## src/hdl/vector2d_fixed_point_alu_core_macros.svh

```systemverilog
// Assertion macros shared by the vector ALU core.
`ifndef VECTOR2D_FIXED_POINT_ALU_CORE_MACROS_SVH
`define VECTOR2D_FIXED_POINT_ALU_CORE_MACROS_SVH

// Check a consequence in the same cycle as its cause.
`define VADU_ASSERT_NOW(label, clk, rstn, ante, cons) \
    label: assert property (@(posedge clk) disable iff (!(rstn)) (ante) |-> (cons)) \
        else $error("vector ALU core: same-cycle check failed");

// Check a consequence in the cycle after its cause.
`define VADU_ASSERT_NEXT(label, clk, rstn, ante, cons) \
    label: assert property (@(posedge clk) disable iff (!(rstn)) (ante) |=> (cons)) \
        else $error("vector ALU core: next-cycle check failed");

`endif

```

## src/hdl/vadu_pkg.sv

```systemverilog
// Shared types, constants and helper functions of the vector ALU core.
package vadu_pkg;

    localparam int DATA_W    = 32;
    localparam int FRAC_BITS = 16;
    localparam int DW        = DATA_W + FRAC_BITS;
    localparam int SQ_W      = 2 * DATA_W;
    localparam int ROOT_W    = SQ_W / 2;
    localparam int WIDE      = 2 * DATA_W + 2;
    localparam int BIT_POS_W = $clog2(ROOT_W);

    localparam logic [3:0] ACT_ADD_V  = 4'd0;
    localparam logic [3:0] ACT_SUB_V  = 4'd1;
    localparam logic [3:0] ACT_MUL_V  = 4'd2;
    localparam logic [3:0] ACT_DIV_V  = 4'd3;
    localparam logic [3:0] ACT_ADD_S  = 4'd4;
    localparam logic [3:0] ACT_SUB_S  = 4'd5;
    localparam logic [3:0] ACT_MUL_S  = 4'd6;
    localparam logic [3:0] ACT_DIV_S  = 4'd7;
    localparam logic [3:0] ACT_SQDIST = 4'd8;
    localparam logic [3:0] ACT_MAG    = 4'd9;
    localparam logic [3:0] ACT_SQMAG  = 4'd10;
    localparam logic [3:0] ACT_NORM   = 4'd11;

    localparam logic signed [DATA_W-1:0] SMAX = {1'b0, {(DATA_W-1){1'b1}}};
    localparam logic signed [DATA_W-1:0] SMIN = {1'b1, {(DATA_W-1){1'b0}}};
    localparam logic signed [WIDE-1:0] SMAX_WIDE = WIDE'(SMAX);
    localparam logic signed [WIDE-1:0] SMIN_WIDE = WIDE'(SMIN);

    typedef struct packed {
        logic [3:0]               act;
        logic signed [DATA_W-1:0] ax;
        logic signed [DATA_W-1:0] ay;
        logic signed [DATA_W-1:0] bx;
        logic signed [DATA_W-1:0] by;
        logic signed [DATA_W-1:0] sc;
    } in_t;

    typedef struct packed {
        logic [3:0]               act;
        logic signed [DATA_W-1:0] ax;
        logic signed [DATA_W-1:0] ay;
        logic signed [DATA_W-1:0] ox;
        logic signed [DATA_W-1:0] oy;
        logic signed [DATA_W-1:0] rx;
        logic signed [DATA_W-1:0] ry;
        logic signed [DATA_W-1:0] rs;
        logic                     ov;
        logic [SQ_W-1:0]          sq;
    } item_t;

    typedef struct packed {
        item_t           item;
        logic [SQ_W-1:0] rem;
        logic [SQ_W-1:0] root;
    } sqrt_t;

    typedef struct packed {
        logic [DATA_W-1:0] rem;
        logic [DW-1:0]     num;
        logic [DATA_W-1:0] den;
        logic              neg;
    } lane_t;

    typedef struct packed {
        item_t item;
        lane_t lx;
        lane_t ly;
    } div_t;

    typedef struct packed {
        logic                     dz;
        logic                     ov;
        logic signed [DATA_W-1:0] rs;
        logic signed [DATA_W-1:0] ry;
        logic signed [DATA_W-1:0] rx;
    } out_t;

    typedef struct packed {
        logic                     ov;
        logic signed [DATA_W-1:0] val;
    } sat_t;

    // Clamp a wide signed value to the word range.
    function automatic sat_t sat_s(input logic signed [WIDE-1:0] v);
        sat_t r;
        r.ov  = 1'b0;
        r.val = v[DATA_W-1:0];
        if (v > SMAX_WIDE) begin
            r.ov  = 1'b1;
            r.val = SMAX;
        end else if (v < SMIN_WIDE) begin
            r.ov  = 1'b1;
            r.val = SMIN;
        end
        return r;
    endfunction

    // Clamp an unsigned value to the positive word range.
    function automatic sat_t sat_u(input logic [SQ_W-1:0] v);
        sat_t r;
        r.ov  = 1'b0;
        r.val = v[DATA_W-1:0];
        if (v > {{(SQ_W-DATA_W){1'b0}}, SMAX}) begin
            r.ov  = 1'b1;
            r.val = SMAX;
        end
        return r;
    endfunction

    // Magnitude of a signed word as an unsigned word.
    function automatic logic [DATA_W-1:0] abs_w(input logic signed [DATA_W-1:0] v);
        return v[DATA_W-1] ? DATA_W'(-v) : DATA_W'(v);
    endfunction

    // Saturated quotient for a zero divisor.
    function automatic logic signed [DATA_W-1:0] zero_div_val(
        input logic signed [DATA_W-1:0] a
    );
        logic signed [DATA_W-1:0] r;
        r = '0;
        if (a > 0) begin
            r = SMAX;
        end else if (a < 0) begin
            r = SMIN;
        end
        return r;
    endfunction

endpackage

```

## src/hdl/vadu_div_cell.sv

```systemverilog
// One quotient-bit cell of the two-lane restoring divider chain.
module vadu_div_cell (
    input  logic           aclk,
    input  logic           aresetn,
    input  logic           en,
    input  logic           in_valid,
    input  vadu_pkg::div_t in_data,
    output logic           out_valid,
    output vadu_pkg::div_t out_data
);

    logic           valid_reg;
    vadu_pkg::div_t data_reg;
    vadu_pkg::div_t data_next;

    // Shift one dividend bit into the remainder and subtract where it fits.
    function automatic vadu_pkg::lane_t lane_step(input vadu_pkg::lane_t l);
        vadu_pkg::lane_t          r;
        logic [vadu_pkg::DATA_W:0] t;
        logic                      ge;
        r  = l;
        t  = {l.rem, l.num[vadu_pkg::DW-1]};
        ge = t >= {1'b0, l.den};
        r.rem = ge ? vadu_pkg::DATA_W'(t - {1'b0, l.den}) : t[vadu_pkg::DATA_W-1:0];
        r.num = {l.num[vadu_pkg::DW-2:0], ge};
        return r;
    endfunction

    always_comb begin
        data_next    = in_data;
        data_next.lx = lane_step(in_data.lx);
        data_next.ly = lane_step(in_data.ly);
    end

    // Advance the request with the chain.
    always_ff @(posedge aclk) begin
        if (!aresetn) begin
            valid_reg <= 1'b0;
        end else if (en) begin
            valid_reg <= in_valid;
        end
    end

    always_ff @(posedge aclk) begin
        if (en) begin
            data_reg <= data_next;
        end
    end

    assign out_valid = valid_reg;
    assign out_data  = data_reg;

endmodule

```

## config.mk

```make
export PLATFORM = sky130hd
export DESIGN_NAME = vadu_div_cell
export DESIGN_NICKNAME = d
export VERILOG_FILES = /design/src/hdl/vector2d_fixed_point_alu_core_macros.svh /design/src/hdl/vadu_pkg.sv /design/src/hdl/vadu_div_cell.sv
export SDC_FILE = /design/constraint.sdc
export NUM_CORES = 1
export LEC_CHECK = 0
export CAP_MARGIN = 20
export CORE_AREA = 8 8 402 404
export CTS_BUF_LIST = sky130_fd_sc_hd__clkbuf_16
export CTS_CLUSTER_SIZE = 14
export DETAILED_ROUTE_END_ITERATION = 12
export DIE_AREA = 0 0 410 412
export DONT_BUFFER_PORTS = 1
export SYNTH_ARGS = -nofsm -noshare
export SYNTH_HDL_FRONTEND = slang
export SYNTH_SLANG_ARGS = --single-unit
```

## constraint.sdc

```tcl
create_clock -name aclk -period 2.91 [get_ports aclk]
set_input_delay 0.582 -clock aclk [delete_from_list [all_inputs] [get_ports aclk]]
set_output_delay 0.582 -clock aclk [all_outputs]
set_load 0.005 [all_outputs]
```

==> reports/metrics.cfg, run 1 <==
[synthesis]
netlist_instances=1200
ys_seq_elements=520
synth_ff_type=edfxtp_1
ys_warn_count=0
yosysUniqueCellTypes=63
synth_compound_area_frac=0.08178
synthSimpleGateAreaFrac=0.04330
synth_area_per_cell_um2=16.69
synth_adder_area_share=0.04198
syn_area_um2=20030
synth_top_family_by_area=compound AO/OA/AOI/OAI gates
synth_xor_area_frac=0.02449
yosysSeqAreaShare=0.7792
synth-edff-count=519
synth_nets=1789
synth.area.mux_share=0.008184
async_reset_ff_frac=0

[global_route]
grt_max_degree=521
grt_pass1_vias=14130
grt_usage=0.1295
use_met3=0.06698
antenna_found_initial=72
busiest_layer=met2
grt_pass1_wl_mm=145.5
grt_overflow=0
met2_usage=0.2019
grtUsageMet1=0.1477

[timing]
rsz0062_at_grt=no
finalCritPeriodShare=0.9560
slew_viol_final=134
min_period_ps=2782
worst_pin_slew_ps=1995
clock.fmax_mhz=359.5
max_slew_margin=-0.3299
hold_slack_ps=91.82
setup_ws_ps=128.1
setup_viol=0
final-hold-violation-count=0
skew_ps=0

[floorplan]
start_util=0.1291
dieArea_um2=168900
die_w_um=410
die_h_um=412
num_io_pins=1043
core_region_area_um2=155100
fp-row-count=145

[power_and_ir_drop]
p_int_mw=15.35
clkPwrFrac=0.422
p_seq_frac=0.478
sw_frac_of_total=0.2631
power_density_nw_per_um2=679.7
p_comb_frac=0.100
power.switching_mw=5.479
ir_worst_vdd_v=0.0003702
p_leak_nw=11.12

[drt]
via_per_inst=3.450
num_vias=13710
detail-route-antenna-nets=0
wl_per_cell_um=29.30
drc=0
initialDrtViolationCount=1420
wl_mm=116.4
drt_first_pass_iters=4

[clock_tree]
cts_buffers=67
clock_path_buffers=3
clk_latency_ps=620
cts_setup_buffers=0
cts_sinks=520
cts_tree=done
cts.clk_slew.worst_paths_ps=60
cts.root.buffer_cell=clkbuf_16
htreeDepth=3

[critical_path]
setup.worst_path.end_class=register
cp_data_required_time_ps=3250
critPathLaunchType=input port
crit_arrival_ps=3120
worst-setup-path-type=in2reg
crit_fanout=14

[run_status]
status=finished with violations
violations=slew limit

[placement]
post-dp-hpwl_mm=93.37
gp_congestion=0.8376
io_buffers=0
place_ws_ps=-648.6

[final_layout]
fillCellCount=16550
drive_above_1_share=0.1623
syn_to_final_growth_pct=52.99
finalNetCount=2438

[flow_run]
maxCapViolCount=0

[worst_hold_path]
hold_class=in2reg

==> routing by layer <==
metal  wire (um)  share of wire
met2       51880           0.45
met5         199         0.0017
met1       44140           0.38
met4        5372          0.046
met3       14800           0.13
==> path summary, 6_finish.rpt <==
check / from / endpoint / slack (ps) / cells past startpoint
setup reg to reg: out_valid / out_valid / 2280 / 2
setup / recovery: in_data[140] / out_data[195] / 130 / 14
hold / removal: aresetn / out_valid / 90 / 1
hold reg to reg: out_valid / out_valid / 570 / 2
==> stage by stage <==
step	setup TNS [ps]	cell area, um2	total power, mW	utilization	std cells
after CTS	0	30590	21.27	0.1972	3956
after global placement	-18310	23770	11.61	0.1533	3385
after detailed placement	-18800	23770	11.61	0.1533	3385
final	0	30640	20.83	0.1975	3973
after global routing	0	30620	21.62	0.1974	3966
after floorplan	-100.1	20120	10.33	-	1200
==> logic make-up (layout without fill, tap and decap cells) <==
logic type	count (synthesis)	count (layout)
flip-flops	520	520
AO/OA/AOI/OAI	254	254
AND/OR/NAND/NOR	189	189
buffers and inverters	102	800
adder cells (fa/ha/maj)	66	66
XOR/XNOR	56	56
multiplexers	13	13
other	0	17
==> registers in the layout (all words and copies together), names as in the netlist <==
name       count
out_valid      1
out_data     519
==> final cells by class <==
class	instances	area, um2	area share
sequential	520	15610	0.5093
inverter	77	291.5	0.009515
timing repair buffer	605	5738	0.1873
tap	2058	2575	0.08404
multi-input combinational	578	4103	0.1339
clock inverter	50	581.8	0.01899
clock buffer	68	1702	0.05554
antenna	17	42.54	0.001388
==> power groups by stage <==
stage | logic, mW | clock network, mW | registers (mW)
detailed placement | 1.47 | 0 | 10.1
global placement | 1.46 | 0 | 10.1
global route | 2.27 | 9.35 | 10.0
finish | 2.08 | 8.80 | 9.95
floorplan | 0.883 | 0 | 9.45
CTS | 2.09 | 9.19 | 10.0
==> Yosys cell counts (all sizes together) (10+ instances only) <==
master	n	area [um2]
a21oi	89	475.5
a21o	46	345.3
mux2	12	153.9
nand2	70	262.8
edfxtp	519	15580
ha	64	800.8
nor2	56	210.2
inv	77	289.0
nand4	10	62.56
xnor2	33	289.0
clkbuf	16	60.06
a211oi	12	100.1
o21ai	62	314.0
xor2	23	201.4
==> critical path, stage by stage <==
cell     delay [ps]
inv_1            50
ha_1            350
buf_4           150
nand4_1         260
or4_4           510
o21ai_1         180
a21oi_1          80
o21ai_0         180
buf_4           150
a31oi_4          50
buf_12          190
buf_12          150
nand2_1          60
o21ai_0         170
==> cell usage in the layout, fill, tap and decap left out, drive strengths merged, types with 22 or more instances in the layout <==
master,count
dlygate4sd3,453
a21oi,89
clkbuf,68
nand2,70
buf,152
edfxtp,519
inv,91
a21o,46
xor2,23
ha,64
xnor2,33
o21ai,62
clkinv,22
nor2,56
==> timing repair <==
| item | in CTS | in global routing |
|---|---|---|
| endpoints found under the hold margin | 453 | 0 |
| gates resized for setup | 0 | 2 |
| hold buffers | 453 | 0 |
| setup endpoints to repair | 0 | 5 |
Note: power is estimated with default switching activity, not from simulation.
==> run 2, diff against run 1 <==
--- a/config.mk
+++ b/config.mk
@@ -8,3 +8,3 @@
 export CAP_MARGIN = 20
-export CORE_AREA = 8 8 402 404
+export CORE_AREA = 8 8 404 406
 export CTS_BUF_LIST = sky130_fd_sc_hd__clkbuf_16
@@ -12,3 +12,3 @@
 export DETAILED_ROUTE_END_ITERATION = 12
-export DIE_AREA = 0 0 410 412
+export DIE_AREA = 0 0 412 414
 export DONT_BUFFER_PORTS = 1
==> constraint.sdc (replaced) <==
create_clock -name aclk -period 3.6 [get_ports aclk]
set_input_delay 0.54 -clock aclk [delete_from_list [all_inputs] [get_ports aclk]]
set_output_delay 0.54 -clock aclk [all_outputs]
set_load 0.005 [all_outputs]
==> run 2 against run 1 <==
The run still ends with slew limit left. Register-to-register slack better by 140 ps. First-iteration DRC count is 12% lower. Clock power down 21%. Combinational power decreased by 27%.
==> reports/metrics.cfg, run 2 (same netlist as run 1, synthesis figures left out) <==
[global_route]
grt_usage=0.1285  ; -0.0009163
grt_max_degree=408  ; -22%
grt_overflow=0  ; unchanged
grt_pass1_wl_mm=145.0  ; -0.36%
antenna_found_initial=64  ; -11%
grt_pass1_vias=13690  ; -3.1%

[timing]
finalCritPeriodShare=0.7902
final-hold-violation-count=0  ; unchanged
rsz0062_at_grt=no
setup_viol=0  ; unchanged
min_period_ps=2845
clock.fmax_mhz=351.5
worst_pin_slew_ps=1699  ; -295.8 ps
tns_ps=0  ; unchanged
hold_slack_ps=87.18  ; -4.646 ps
slew_viol_final=85  ; -37%
max_slew_margin=-0.1327  ; +0.1972
skew_ps=0  ; unchanged

[drt]
initialDrtViolationCount=1247  ; -12%
wl_mm=116.2  ; -0.21%
drc=0  ; unchanged
via_per_inst=3.434  ; -0.48%
drt_first_pass_iters=5  ; +1
detail-route-antenna-nets=0  ; unchanged
wl_per_cell_um=29.89  ; +2.0%
num_vias=13340  ; -2.7%

[worst_hold_path]
hold_class=in2reg

[placement]
place_area_um2=22670  ; -4.6%
gp_congestion=0.8505  ; +1.5%
io_buffers=0  ; unchanged
post-dp-hpwl_mm=92.22  ; -1.2%

[clock_tree]
cts.root.buffer_cell=clkbuf_16
clock_path_buffers=3  ; unchanged
cts_setup_buffers=0  ; unchanged
clk_latency_ps=650  ; +30 ps
cts_tree=done
cts_sinks=520  ; unchanged
htreeDepth=3  ; unchanged
cts_buffers=68  ; +1.5%
cts.clk_slew.worst_paths_ps=70  ; about the same

[final_layout]
finalNetCount=2321  ; -4.8%
final_util=0.1892  ; -0.008355
fillCellCount=16870  ; +1.9%
fin_area_um2=29720  ; -3.0%
syn_to_final_growth_pct=48.39
seq_area_um2=15610  ; unchanged
final_cell_mix=519 x edfxtp_1, 468 x dlygate4sd3_1, 85 x a21oi_1, 83 x inv_1, 70 x nand2_1
largest_register_ffs=519  ; unchanged
drive_above_1_share=0.09076  ; -0.07152
layout_commonest_cell=edfxtp_1
multiInputGateArea_um2=4010  ; -2.3%

[critical_path]
critPathLaunchType=input port
worst-setup-path-type=in2reg
cp_data_required_time_ps=4010  ; +760 ps
crit_arrival_ps=3250  ; +130 ps
setup.worst_path.end_class=register
crit_fanout=5  ; -9

[floorplan]
start_util=0.1275  ; -0.001630
core_region_area_um2=157100  ; +1.3%
dieArea_um2=170600  ; +0.98%
num_io_pins=1043  ; unchanged
die_h_um=414  ; +0.49%
die_w_um=412  ; +0.49%
fp-row-count=146  ; +0.69%

[power_and_ir_drop]
p_leak_nw=10.51  ; -5.4%
ir_worst_vdd_v=0.0003080  ; -17%
power_density_nw_per_um2=555.9  ; -18%

[run_status]
status=finished with violations
violations=slew limit

[flow_run]
maxCapViolCount=0  ; unchanged

==> run 2: power breakdown <==
group          total [mW]  internal, mW  switching [mW]  leakage [nW]
clock network        6.96          3.97            3.00          1.11
logic                1.51         0.758           0.754          4.31
registers            8.04          7.34           0.702          5.09
total                16.5          12.1            4.45          10.5
==> run 2: repair_timing <==
action | in CTS | in global routing
resized for setup | 0 | 0
setup endpoints to repair | 0 | 0
hold endpoints to repair | 542 | 0
hold buffers | 469 | 0
==> run 2: worst paths after layout <==
kind,endpoint,slack [ps],from,depth (start not counted)
worst max-delay path,out_data[222],760,in_data[119],11
worst min register to register,out_valid,1090,out_valid,3
worst max register to register,out_valid,2420,out_valid,3
worst min-delay path,out_data[107],90,in_data[106],1
==> run 2: worst max-delay path, cell delays in order <==
cell	delay [ps]
inv_1	20
ha_1	360
a211oi_2	310
o21bai_1	170
o31ai_1	470
nand2_1	220
a21oi_1	260
o21ai_0	210
a211oi_1	420
xor2_1	180
o21ai_0	90
==> run 2: cell type report <==
| type | count | share of cell area |
|---|---|---|
| Antenna cell | 29 | 0.002442 |
| Clock buffer | 68 | 0.05726 |
| Clock inverter | 55 | 0.01890 |
| Inverter | 77 | 0.009726 |
| Multi-Input combinational cell | 578 | 0.1349 |
| Sequential cell | 520 | 0.5251 |
| Tap cell | 2072 | 0.08724 |
| Timing Repair Buffer | 487 | 0.1644 |
==> run 2: stage by stage <==
stage               instances  setup slack, ps  total power, mW
finish                   3886            755.3            16.52
global route             3875            613.3            17.19
CTS                      3857            886.6            16.90
detailed placement       3265            129.1            9.165
global placement         3265            206.4            9.171
floorplan                1200            542.3            8.333
==> run 2: routing by layer <==
layer  track usage  part of all wire
met2        0.1962              0.44
met3       0.07178              0.13
met5      0.007064            0.0036
met1        0.1437              0.38
met4       0.06321             0.050
==> run 3, diff against run 2 <==
Clock period 3.6 ns to 2.65 ns, I/O delays scaled along.
==> run 3 against run 2 <==
The run ends with slew limit, setup timing left. Clock skew unchanged. Die area unchanged. Critical path depth down 8. Non-clock buffer count up 184. Clock-buffer cell count unchanged. Critical path type unchanged. Largest cell class unchanged. Largest power group unchanged.
==> reports/metrics.cfg, run 3 (same netlist as run 1, synthesis figures left out) <==
[run_status]
status=finished with violations
violations=slew limit, setup timing

[floorplan]
dieArea_um2=170600  ; unchanged
start_util=0.1275  ; unchanged
core_region_area_um2=157100  ; unchanged
fp-row-count=146  ; unchanged
die_h_um=414  ; unchanged
num_io_pins=1043  ; unchanged
die_w_um=412  ; unchanged

[global_route]
busiest_layer=met2
use_met3=0.05739  ; -0.01439
grt_pass1_wl_mm=147.9  ; +2.0%
met2_usage=0.2029  ; +0.006734
antenna_found_initial=66  ; +3.1%
grt_usage=0.1301  ; +0.001543
grt_pass1_vias=14550  ; +6.2%
grt_max_degree=521  ; +28%
grt_overflow=0  ; unchanged
grtUsageMet1=0.1522  ; +0.008497

[timing]
slew_viol_final=323  ; +280%
min_period_ps=3299
clock.fmax_mhz=303.1
max_slew_margin=-1.554  ; -1.422
setup_ws_ps=-649.2  ; -1404 ps
finalCritPeriodShare=1.245
rsz0062_at_grt=no
final-hold-violation-count=0  ; unchanged
setup_viol=114  ; +114
skew_ps=0  ; unchanged
worst_pin_slew_ps=3832  ; +2132 ps

[final_layout]
final_util=0.1992  ; +0.01004
fin_area_um2=31300  ; +5.3%
drive_above_1_share=0.1584  ; +0.06767
syn_to_final_growth_pct=56.27
finalNetCount=2504  ; +7.9%
layout_commonest_cell=edfxtp_1
largest_register_ffs=519  ; unchanged
final_cell_mix=519 x edfxtp_1, 513 x dlygate4sd3_1, 156 x buf_4, 85 x inv_1, 85 x a21oi_1
fin_cells=4066  ; +4.6%

[power_and_ir_drop]
power_density_nw_per_um2=728.7  ; +31%
ir_worst_vdd_v=0.0004456  ; +45%
power.switching_mw=5.960  ; +34%
p_leak_nw=11.39  ; +8.4%
p_seq_frac=0.478  ; -0.009
clkPwrFrac=0.416  ; -0.005
sw_frac_of_total=0.2613  ; -0.008091
p_comb_frac=0.106  ; +0.014
p_int_mw=16.84  ; +40%

[critical_path]
cp_slowest_cell=mux2i_1
setup.worst_path.end_class=register
r2r-start=out_valid
crit_arrival_ps=3830  ; +580 ps
worst-path-stages=3  ; -8
rr_endpoint=out_valid
rrSetupSlack_ps=1350  ; -1070 ps
critical_path.cell_chain=mux2i_1 > nor2b_1 > dlygate4sd3_1
max_stage_delay_ps=950  ; +480 ps
crit_buf_inv=1  ; unchanged
crit_family=multiplexers
crit_fanout=452  ; +447
cp_data_required_time_ps=3180  ; -830 ps
worst-setup-path-type=in2reg
critPathLaunchType=input port
reg2reg_depth=3  ; unchanged

[worst_hold_path]
hold_end=out_data[380]
whs_path_depth=0  ; -1
hold_class=in2reg
min_from=en

[clock_tree]
cts_tree=done
clock_path_buffers=3  ; unchanged
cts_setup_buffers=0  ; unchanged
clk_latency_ps=650  ; about the same
cts.clk_slew.worst_paths_ps=60  ; about the same
cts.root.buffer_cell=clkbuf_16
cts_buffers=67  ; -1.5%
cts_sinks=520  ; unchanged
htreeDepth=3  ; unchanged

[drt]
num_vias=14230  ; +6.6%
drc=0  ; unchanged
drt_first_pass_iters=5  ; unchanged
wl_mm=117.6  ; +1.3%
via_per_inst=3.500  ; +1.9%
detail-route-antenna-nets=0  ; unchanged
initialDrtViolationCount=1177  ; -5.6%
wl_per_cell_um=28.92  ; -3.2%

[placement]
dp_cells=3404  ; +4.3%
place_ws_ps=-452.9  ; -582.1 ps
place_area_um2=23780  ; +4.9%
io_buffers=0  ; unchanged
post-dp-hpwl_mm=91.85  ; -0.40%
gp_congestion=0.8401  ; -1.2%

[flow_run]
maxCapViolCount=0  ; unchanged

==> run 3: cell count changes in the layout (fill, tap and decap cells not counted), moves of 3 or more <==
cell	delta
buf_4	+141
clkinv_1	-5
clkinvlp_4	-3
dlygate4sd3_1	+45
ha_1	-5
ha_4	+4
==> run 3: power by group through the flow <==
stage / combinational [mW] / sequential, mW / clock [mW]
global placement: 1.59 / 11.1 / 0
global route: 2.61 / 10.9 / 10.2
detailed placement: 1.61 / 11.1 / 0
floorplan: 0.970 / 10.4 / 0
CTS: 2.38 / 10.9 / 9.91
finish: 2.41 / 10.9 / 9.50
==> run 3: timing repair <==
item | CTS | global route
endpoints found under the hold margin | 714 | 65
endpoints found under the setup margin | 0 | 1
resized for setup | 0 | 1
hold buffers | 511 | 3
==> run 3: through the flow <==
step           total power [mW]  setup TNS, ps  hold slack, ps
2_1_floorplan             11.34         -553.2           496.4
4_1_cts                   23.23              0          -223.7
6_report                  22.80         -26380           11.10
3_5_place_dp              12.69         -18400           496.4
3_3_place_gp              12.69         -15860           496.4
5_1_grt                   23.70              0          -59.98
==> run 3: worst max-delay path by stage <==
stage / to / start
floorplan: out_data[224] / in_data[193]
global placement: out_data[111] / in_data[80]
detailed placement: out_data[111] / in_data[80]
CTS: out_data[197] / in_data[120]
global route: out_data[222] / in_data[119]
finish: out_valid / en
==> run 3: worst reg2reg max path, cell delays in order, from the launching register on <==
cell and delay, ps:
dfxtp_1 360, mux2i_1 90, nor2b_1 230, dlygate4sd3_1 560
==> run 3: layout make-up <==
type	count	area, um2
timing repair buffer	671	6354
tap	2072	2592
multi-input combinational	578	4099
inverter	77	291.5
fill	16760	125800
clock inverter	49	574.3
sequential	520	15610
clock buffer	68	1702
antenna	31	77.57
==> run 3: routing by layer <==
| metal | vias up | share of wire |
|---|---|---|
| li1 | 6040 | - |
| met2 | 982 | 0.44 |
| met4 | 22 | 0.049 |
| met3 | 197 | 0.11 |
| met1 | 6988 | 0.39 |
| met5 | - | 0.0012 |
